===== config.mk =====
export PLATFORM = sky130hd
export DESIGN_NAME = fisa_ctrl
export DESIGN_NICKNAME = d
export VERILOG_FILES = /design/src/design/fisa_pkg.sv /design/src/design/fisa_ctrl.sv
export SDC_FILE = /design/constraint.sdc
export NUM_CORES = 1
export LEC_CHECK = 0
export ABC_AREA = 0
export BUFFER_PORTS_ARGS = -buffer_cell sky130_fd_sc_hd__buf_4
export CAP_MARGIN = 20
export CORE_MARGIN = 2
export CORE_UTILIZATION = 49
export DETAILED_ROUTE_END_ITERATION = 8
export GPL_TIMING_DRIVEN = 0
export PLACE_DENSITY = 0.86
export SLEW_MARGIN = 20
export SYNTH_ARGS = -nofsm -noshare
export SYNTH_HDL_FRONTEND = slang
export SYNTH_SLANG_ARGS = --single-unit

===== constraint.sdc =====
create_clock -name clock -period 3 [get_ports clock]
set_clock_uncertainty 0.1 [all_clocks]
set_input_delay 0.45 -clock clock [delete_from_list [all_inputs] [get_ports clock]]
set_output_delay 0.45 -clock clock [all_outputs]
set_load 0.02 [all_outputs]

===== src/design/fisa_pkg.sv =====
// ----------------------------------------------------------------------------
// Free index stack allocator package
// Field widths, command and status codes, and the per-word decision record
// shared by the allocator modules.
// ----------------------------------------------------------------------------
package fisa_pkg;

   localparam int IDX_W = 10;
   localparam int CNT_W = 11;
   localparam int DEPTH_DEFAULT = 1024;
   localparam logic [CNT_W-1:0] MAX_COUNT_RESET = 11'd1024;

   localparam logic CMD_ALLOC = 1'b0;
   localparam logic CMD_FREE  = 1'b1;

   typedef enum logic [1:0] {
      ST_OK        = 2'd0,
      ST_EMPTY     = 2'd1,
      ST_UNDERFLOW = 2'd2
   } status_type;

   // Outcome of one request, worked out when the word is accepted.
   typedef struct packed {
      status_type             status;
      logic                   alloc_ok;
      logic                   from_ram;
      logic [IDX_W-1:0]       ident;
      logic [CNT_W-1:0]       count;
   } step_type;

endpackage


===== src/design/fisa_ctrl.sv =====
// ----------------------------------------------------------------------------
// Free index stack allocator control
// Holds the limit register, the in-use count and the high-water mark, decides
// each request and drives the table RAM.
// ----------------------------------------------------------------------------
module fisa_ctrl #(
   parameter int DEPTH = fisa_pkg::DEPTH_DEFAULT
) (
   input  logic                          clock,
   input  logic                          reset,
   input  logic                          cfg_we,
   input  logic [fisa_pkg::CNT_W-1:0]    cfg_data,
   input  logic                          accept,
   input  logic                          cmd,
   input  logic [fisa_pkg::IDX_W-1:0]    free_index,
   output fisa_pkg::step_type            step,
   output logic                          ram_wr_en,
   output logic                          ram_rd_en,
   output logic [$clog2(DEPTH)-1:0]      ram_addr,
   output logic [fisa_pkg::IDX_W-1:0]    ram_wdata
);

   localparam int AW = $clog2(DEPTH);
   localparam int CW = $clog2(DEPTH + 1);
   localparam int EW = (CW > fisa_pkg::CNT_W) ? CW : fisa_pkg::CNT_W;

   logic [fisa_pkg::CNT_W-1:0] max_count_ff, max_count_in;
   logic [CW-1:0]              count_ff, count_in;
   logic [CW-1:0]              hwm_ff, hwm_in;
   logic [CW-1:0]              count_inc, count_dec, count_next;
   logic [EW-1:0]              count_ext, limit_ext, next_ext;
   logic                       limit_hit, alloc_ok, free_ok;

   assign count_inc = count_ff + CW'(1);
   assign count_dec = count_ff - CW'(1);
   assign count_ext = EW'(count_ff);
   assign limit_ext = EW'(max_count_ff);

   // The limit is the register capped at the table depth.
   assign limit_hit = (count_ext >= limit_ext) || (count_ff == CW'(DEPTH));
   assign alloc_ok  = (cmd == fisa_pkg::CMD_ALLOC) && !limit_hit;
   assign free_ok   = (cmd == fisa_pkg::CMD_FREE) && (count_ff != '0);

   always_comb begin
      count_next = count_ff;
      if (alloc_ok) begin
         count_next = count_inc;
      end else if (free_ok) begin
         count_next = count_dec;
      end
   end

   assign next_ext = EW'(count_next);

   always_comb begin
      step.alloc_ok = alloc_ok;
      step.ident    = count_ext[fisa_pkg::IDX_W-1:0];
      step.count    = next_ext[fisa_pkg::CNT_W-1:0];
      // Positions at or above the high-water mark were never written and
      // still hold their own position.
      step.from_ram = (count_ff < hwm_ff);
      if (cmd == fisa_pkg::CMD_ALLOC) begin
         step.status = alloc_ok ? fisa_pkg::ST_OK : fisa_pkg::ST_EMPTY;
      end else begin
         step.status = free_ok ? fisa_pkg::ST_OK : fisa_pkg::ST_UNDERFLOW;
      end
   end

   assign ram_rd_en = accept && alloc_ok;
   assign ram_wr_en = accept && free_ok;
   assign ram_addr  = (cmd == fisa_pkg::CMD_FREE) ? count_dec[AW-1:0] : count_ff[AW-1:0];
   assign ram_wdata = free_index;

   assign max_count_in = cfg_we ? cfg_data : max_count_ff;
   assign count_in     = accept ? count_next : count_ff;
   assign hwm_in       = (accept && alloc_ok && (count_ff == hwm_ff)) ? count_inc : hwm_ff;

   always_ff @(posedge clock) begin
      if (reset) begin
         max_count_ff <= fisa_pkg::MAX_COUNT_RESET;
         count_ff     <= '0;
         hwm_ff       <= '0;
      end else begin
         max_count_ff <= max_count_in;
         count_ff     <= count_in;
         hwm_ff       <= hwm_in;
      end
   end

   a_count_in_range: assert property (@(posedge clock) disable iff (reset)
      count_ff <= CW'(DEPTH))
      else $error("in-use count beyond table depth");

   a_hwm_covers_count: assert property (@(posedge clock) disable iff (reset)
      hwm_ff >= count_ff)
      else $error("high-water mark below in-use count");

   a_ram_one_op: assert property (@(posedge clock) disable iff (reset)
      !(ram_wr_en && ram_rd_en))
      else $error("table read and write in one cycle");

   a_count_moves_by_one: assert property (@(posedge clock) disable iff (reset)
      accept |=> (count_ff == $past(count_ff)) || (count_ff == $past(count_inc))
                 || (count_ff == $past(count_dec)))
      else $error("in-use count moved by more than one");

endmodule


==> results.sh, run 1 <==
export IMPL_outcome="finished with violations"
export IMPL_violations="negative setup slack"
export IMPL_final_core_util_pct=73.5
export IMPL_initial_core_util_pct=50.8
export IMPL_path_max_fanout=8
export IMPL_fp_dieW_um=79.6
export IMPL_synth_cell_type_count=52
export IMPL_r2r_start="count_ext[0]"
export IMPL_portBuffers=60
export IMPL_clkSlewWorstSetupHoldPaths_ps=80
export IMPL_r2r_cells=10
export IMPL_first_pass_iters=5
export IMPL_final_nets=502
export IMPL_die_area_mm2=0.00633
export IMPL_slew_headroom_pct=53.0
export IMPL_clkLatencyLatePin_ps=300
export IMPL_synth_top_cell_by_area="dfxtp_1"
export IMPL_synth_area_leaders="dfxtp_1 24%, ha_1 11%, mux2i_1 6.4%, buf_4 5.9%, nor2_1 4.7%"
export IMPL_yosys_area_top_type_share_pct=23.6
export IMPL_required_ps=2450
export IMPL_hold_start="cfg_data[6]"
export IMPL_cts_inserted_buffers=5
export IMPL_pre_cts_slack_ps=-612
export IMPL_htree_levels=2
export IMPL_antenna_cells=0
export IMPL_die_h_um=79.6
export IMPL_grt_pass1_wl_um=15200
export IMPL_yosys_most_used_dff="dfxtp_1"
export IMPL_vias_per_cell=6.18
export IMPL_holdPathEnd="limit_ext[6]"
export IMPL_p_total_mw=5.17
export IMPL_vdd_drop_max_mv=1.00
export IMPL_gp_congestion=0.922
export IMPL_cts_hold_buf=0
export IMPL_maxCapViolations=0
export IMPL_worst_slew_pin_slew_ps=705
export IMPL_synth_edf_count=0
export IMPL_fmax_ghz=0.316
export IMPL_rsz0062_at_grt="true"
export IMPL_hold_depth=3
export IMPL_period_minus_slack_ps=3160
export IMPL_cts_tree="built"
export IMPL_path_class="flip-flop to output port"
export IMPL_clock_root_buffer="clkbuf_8"
export IMPL_vias=3244
export IMPL_core_area_mm2=0.00551
export IMPL_drtIter0Drc=279
export IMPL_cts_path_max_buffers=2
export IMPL_grt_antenna_before_repair=0
export IMPL_syn_area_per_cell_um2=7.84
export IMPL_synth_area_mm2=0.00280
export IMPL_rr_endpoint="hwm_ff[9]"
export IMPL_grtUsageTotal_pct=31.0
export IMPL_crit_path_end_kind="output port"
export IMPL_dpl_cell_area_mm2=0.00335
export IMPL_wl_um=10700
export IMPL_yosys_warnings=0
export IMPL_drcViolationCount=0
export IMPL_finalHoldViolCount=0
export IMPL_area_growth_syn_to_layout_pct=44.7
export IMPL_tns_ps=-748
export IMPL_ios=73
export IMPL_yosysSeqAreaShare_pct=23.6
export IMPL_drive_above_1_share_pct=41.3
export IMPL_finalSetupViolCount=11
export IMPL_finalCritPeriodShare_pct=105
export IMPL_critPathLaunchType="flip-flop"
export IMPL_power_density_mw_per_mm2=1280
export IMPL_arrival_ps=2610
export IMPL_grt_pass1_vias=3145
export IMPL_regToRegSetupSlack_ps=110
export IMPL_rows=27
export IMPL_wire_per_inst_um=20.3
export IMPL_synthArstFlopShare_pct=0
export IMPL_grt_overflow=0
export IMPL_cts_sinks=33
export IMPL_syn_instance_count=357
export IMPL_min_path_type="input port to flip-flop"
export IMPL_finalWorstSetupSlack_ps=-163
export IMPL_dpl_hpwl_um=6120
export IMPL_synth_fp_nets=407
export IMPL_grt_max_degree=12
export IMPL_drv_slew=0
export IMPL_synth_seq_cells=33
export IMPL_p_leak_nw=1.81
export IMPL_stdcell_area_mm2=0.00405
export IMPL_ant_nets=0
## layout by cell type, fill, tap and decap left out, drive strengths merged, types with 3 or more instances in the layout
cell	netlist	final
nand3	16	16
nor4	6	6
nor2b	6	6
buf	36	123
o31ai	3	3
o311ai	3	3
and3	6	6
or3	3	3
ha	24	24
a21oi	14	14
nor3	6	6
inv	30	29
xor2	10	10
dfxtp	33	33
nor2	35	35
nand4	7	7
a211oi	14	14
o211ai	3	3
nand2	20	20
or4	3	3
clkbuf	8	14
nand2b	3	3
o21ai	8	8
xnor2	12	12
a31oi	5	5
a21o	3	3
mux2i	18	18
## flip-flops by register name, indices dropped and copies added (netlist names)
| name | count |
|---|---|
| count_ext | 11 |
| hwm_ff | 11 |
| limit_ext | 11 |
## cells in the mapped netlist (2+ instances only)
master / number
a211oi_1: 13
a21o_1: 3
a21oi_1: 14
a22oi_1: 2
a31oi_1: 5
and3_1: 6
buf_1: 7
buf_2: 7
buf_4: 22
clkbuf_1: 8
dfxtp_1: 33
ha_1: 24
inv_1: 29
mux2_2: 2
mux2i_1: 18
nand2_1: 20
nand2b_1: 3
nand3_1: 16
nand4_1: 7
nor2_1: 35
nor2b_1: 6
nor3_1: 6
nor4_1: 5
o211ai_1: 3
o21a_1: 2
o21ai_0: 5
o21ai_1: 3
o21bai_1: 2
o311ai_1: 2
o31ai_1: 3
or3_1: 3
or4_1: 3
xnor2_1: 12
xor2_1: 10
## through the flow
stage               std cells  hold WS, ps
finish                    525          295
detailed placement        489          384
floorplan                 357          359
global route              525          297
CTS                       519          294
global placement          489          373
## metal layers
layer,wire [um],GRT usage [%],share of wire (%),vias to the layer above
li1,-,-,-,1431
met1,3920,35.7,37,1476
met2,5040,52.5,47,267
met3,1110,6.90,10,70
met4,599,17.9,5.6,0
met5,0,0,0,-
## report_power, final
| part | internal [mW] | leakage [nW] | switching [mW] | total, mW |
|---|---|---|---|---|
| Clock | 0.330 | 0.0681 | 0.190 | 0.521 |
| Combinational | 1.72 | 1.46 | 2.18 | 3.90 |
| Sequential | 0.571 | 0.277 | 0.184 | 0.755 |
| Total | 2.62 | 1.81 | 2.55 | 5.17 |
## layout make-up
| type | count | area [um^2] |
|---|---|---|
| Buffer | 43 | 292 |
| Clock buffer | 5 | 68.8 |
| Fill cell | 382 | 1460 |
| Tap cell | 72 | 90.1 |
| Clock inverter | 3 | 65.1 |
| Sequential cell | 33 | 692 |
| Timing Repair Buffer | 89 | 672 |
| Inverter | 31 | 130 |
| Multi-Input combinational cell | 249 | 2040 |
## cells by family (layout without fill, tap and decap cells)
group / count (synthesis) / count (layout) / synth area share [%]
mux: 20 / 20 / 7.24
simple gates: 114 / 114 / 20.9
xor+xnor: 22 / 22 / 6.88
fa+ha+maj: 24 / 24 / 10.7
buf+inv: 75 / 171 / 13.3
compound gates: 69 / 69 / 17.3
flops: 33 / 33 / 23.6
## worst max-delay path: stages, from the launching register on
cell and delay, ps:
dfxtp_4 400, clkbuf_8 160, inv_6 30, ha_4 150, nor3b_4 160, nand4_1 200, nand3_2 110, or3_4 400
buf_8 160, o211ai_1 210, o21ai_1 130, buf_4 180
## timing repair
| action | CTS | global route |
|---|---|---|
| cloned | 0 | 0 |
| gates resized for setup | 59 | 24 |
| pin swaps | 13 | 9 |
| buffers inserted | 22 | 9 |
| endpoints found under the setup margin | 21 | 14 |
## worst max-delay path by stage
stage | from | endpoint | slack, ps | cells past startpoint
2_1_floorplan | count_ext[1] | step[1] | -10 | 12
3_3_place_gp | count_ext[1] | step[1] | -550 | 13
3_5_place_dp | count_ext[1] | step[1] | -610 | 13
4_1_cts | count_ext[0] | step[3] | -80 | 11
5_1_grt | count_ext[0] | step[3] | -180 | 10
6_report | count_ext[1] | step[3] | -160 | 11
Note: power is estimated with default switching activity, not from simulation.
==> inputs of run 2 (changes only) <==
- CORE_MARGIN: 2 -> not set
- CORE_UTILIZATION: 49 -> 50
- CTS_BUF_LIST: not set -> sky130_fd_sc_hd__clkbuf_2 sky130_fd_sc_hd__clkbuf_4 sky130_fd_sc_hd__clkbuf_8
- PLACE_DENSITY: 0.86 -> 0.87
==> results.sh, run 2 (synthesized netlist as in run 1, its figures left out) <==
export IMPL_clkPwrFrac_pct=6.8
export IMPL_required_ps=2450
export IMPL_p_leak_nw=1.80
export IMPL_dp_cells=487
export IMPL_arrival_ps=2730
export IMPL_p_total_mw=5.17
export IMPL_violations="negative setup slack"
export IMPL_p_sw_share_pct=51.7
export IMPL_grt_overflow=0
export IMPL_grt_max_degree=12
export IMPL_gp_congestion=0.974
export IMPL_initial_core_util_pct=53.4
export IMPL_final_cell_mix="111 x buf_4, 35 x nor2_1, 26 x inv_1"
export IMPL_stdcell_area_mm2=0.00404
export IMPL_drcViolationCount=0
export IMPL_cts_sinks=33
export IMPL_htree_levels=2
export IMPL_drtIter0Drc=451
export IMPL_wl_um=12100
export IMPL_first_pass_iters=6
export IMPL_rows=26
export IMPL_regArea_um2=691
export IMPL_portBuffers=60
export IMPL_finalHoldViolCount=0
export IMPL_min_path_type="input port to flip-flop"
export IMPL_worst_slew_pin_slew_ps=784
export IMPL_power_net_switching_mw=2.68
export IMPL_hold_worst_slack_ps=309
export IMPL_slew_headroom_pct=47.7
export IMPL_ios=73
export IMPL_power_internal_mw=2.50
export IMPL_path_max_fanout=5
export IMPL_cts_inserted_buffers=5
export IMPL_finalSetupViolCount=12
export IMPL_clkLatencyLatePin_ps=300
export IMPL_cts_tree="built"
export IMPL_crit_path_end_kind="output port"
export IMPL_vdd_drop_max_mv=1.06
export IMPL_grt_pass1_wl_um=17000
export IMPL_period_minus_slack_ps=3280
export IMPL_fp_dieW_um=76.8
export IMPL_fin_cells=527
export IMPL_antenna_cells=0
export IMPL_fmax_ghz=0.305
export IMPL_hold_depth=3
export IMPL_clock_root_buffer="clkbuf_8"
export IMPL_r2r_cells=14
export IMPL_die_h_um=76.8
export IMPL_dpl_cell_area_mm2=0.00335
export IMPL_core_area_mm2=0.00524
export IMPL_area_growth_syn_to_layout_pct=44.3
export IMPL_finalCritPeriodShare_pct=109
export IMPL_grtUsageTotal_pct=37.8
export IMPL_rsz0062_at_grt="true"
export IMPL_maxCapViolations=0
export IMPL_final_nets=506
export IMPL_finalWorstSetupSlack_ps=-279
export IMPL_grt_pass1_vias=3138
export IMPL_multiInputGateArea_mm2=0.00203
export IMPL_dpl_hpwl_um=6200
export IMPL_path_class="flip-flop to output port"
export IMPL_seq_power_share_pct=14.1
export IMPL_p_comb_share_pct=79.1
export IMPL_vias=3456
export IMPL_drive_above_1_share_pct=41.8
export IMPL_vias_per_cell=6.56
export IMPL_critPathLaunchType="flip-flop"
export IMPL_drv_slew=0
export IMPL_grt_antenna_before_repair=0
export IMPL_final_common_cell="buf_4"
export IMPL_clkSlewWorstSetupHoldPaths_ps=70
export IMPL_ant_nets=0
export IMPL_power_density_mw_per_mm2=1280
export IMPL_wire_per_inst_um=22.9
export IMPL_outcome="finished with violations"
export IMPL_die_area_mm2=0.00590
export IMPL_nFillCells=335
export IMPL_cts_path_max_buffers=2
run 2: cell types whose count changed in the layout (fill, tap and decap cells not counted), sizes merged:
cell	previous run	this run
clkinv	2	3
bufinv	2	0
clkinvlp	1	2
buf	123	125
clkbuf	14	16
run 2: metrics by stage:
stage / TNS [ps] / setup slack, ps / utilization (%)
floorplan: -13.1 / -13.1 / -
global placement: -4990 / -529 / 64.0
detailed placement: -5630 / -577 / 64.0
CTS: -92.3 / -42.5 / 74.4
global route: -2390 / -298 / 77.1
finish: -1950 / -279 / 77.1
run 2: area by class of cell:
type | count | area share, %
Tap cell | 70 | 2.17
Multi-Input combinational cell | 249 | 50.3
Sequential cell | 33 | 17.1
Inverter | 31 | 3.22
Clock buffer | 5 | 1.70
Buffer | 44 | 7.37
Clock inverter | 3 | 0.434
Timing Repair Buffer | 92 | 17.7
run 2: metal layers:
layer | track usage (%) | routed length (um)
met5 | 0 | 0
met4 | 22.1 | 968
met3 | 12.4 | 1530
met2 | 61.3 | 5470
met1 | 43.0 | 4100
run 2: what timing repair did:
item,in CTS,in global routing
pin swaps,15,11
resized for setup,66,16
setup buffers,24,7
setup endpoints to repair,18,13
gates cloned,0,1
hold buffers,0,0
run 2: worst max-delay path, cell delays in order, from the launching register on:
cell        delay (ps)
dfxtp_4            370
clkinvlp_4         170
ha_4               280
a41oi_4            260
a2111oi_4          130
or3_1              380
buf_6              160
or3_4              350
a21boi_2           170
buf_4              160
run 2: path summary, 6_finish.rpt:
kind,from,to,slack [ps]
setup / recovery,count_ext[0],step[10],-280
hold reg to reg,limit_ext[5],limit_ext[5],400
setup reg to reg,count_ext[0],count_ext[3],10
hold / removal,cfg_data[5],limit_ext[5],310
run 2: power groups by stage:
stage	Clock, mW	Sequential (mW)	Combinational, mW
3_3_place_gp	0	0.719	3.02
2_1_floorplan	0	0.647	2.14
4_1_cts	0.332	0.721	3.57
6_report	0.349	0.731	4.09
3_5_place_dp	0	0.720	3.08
5_1_grt	0.365	0.737	4.25
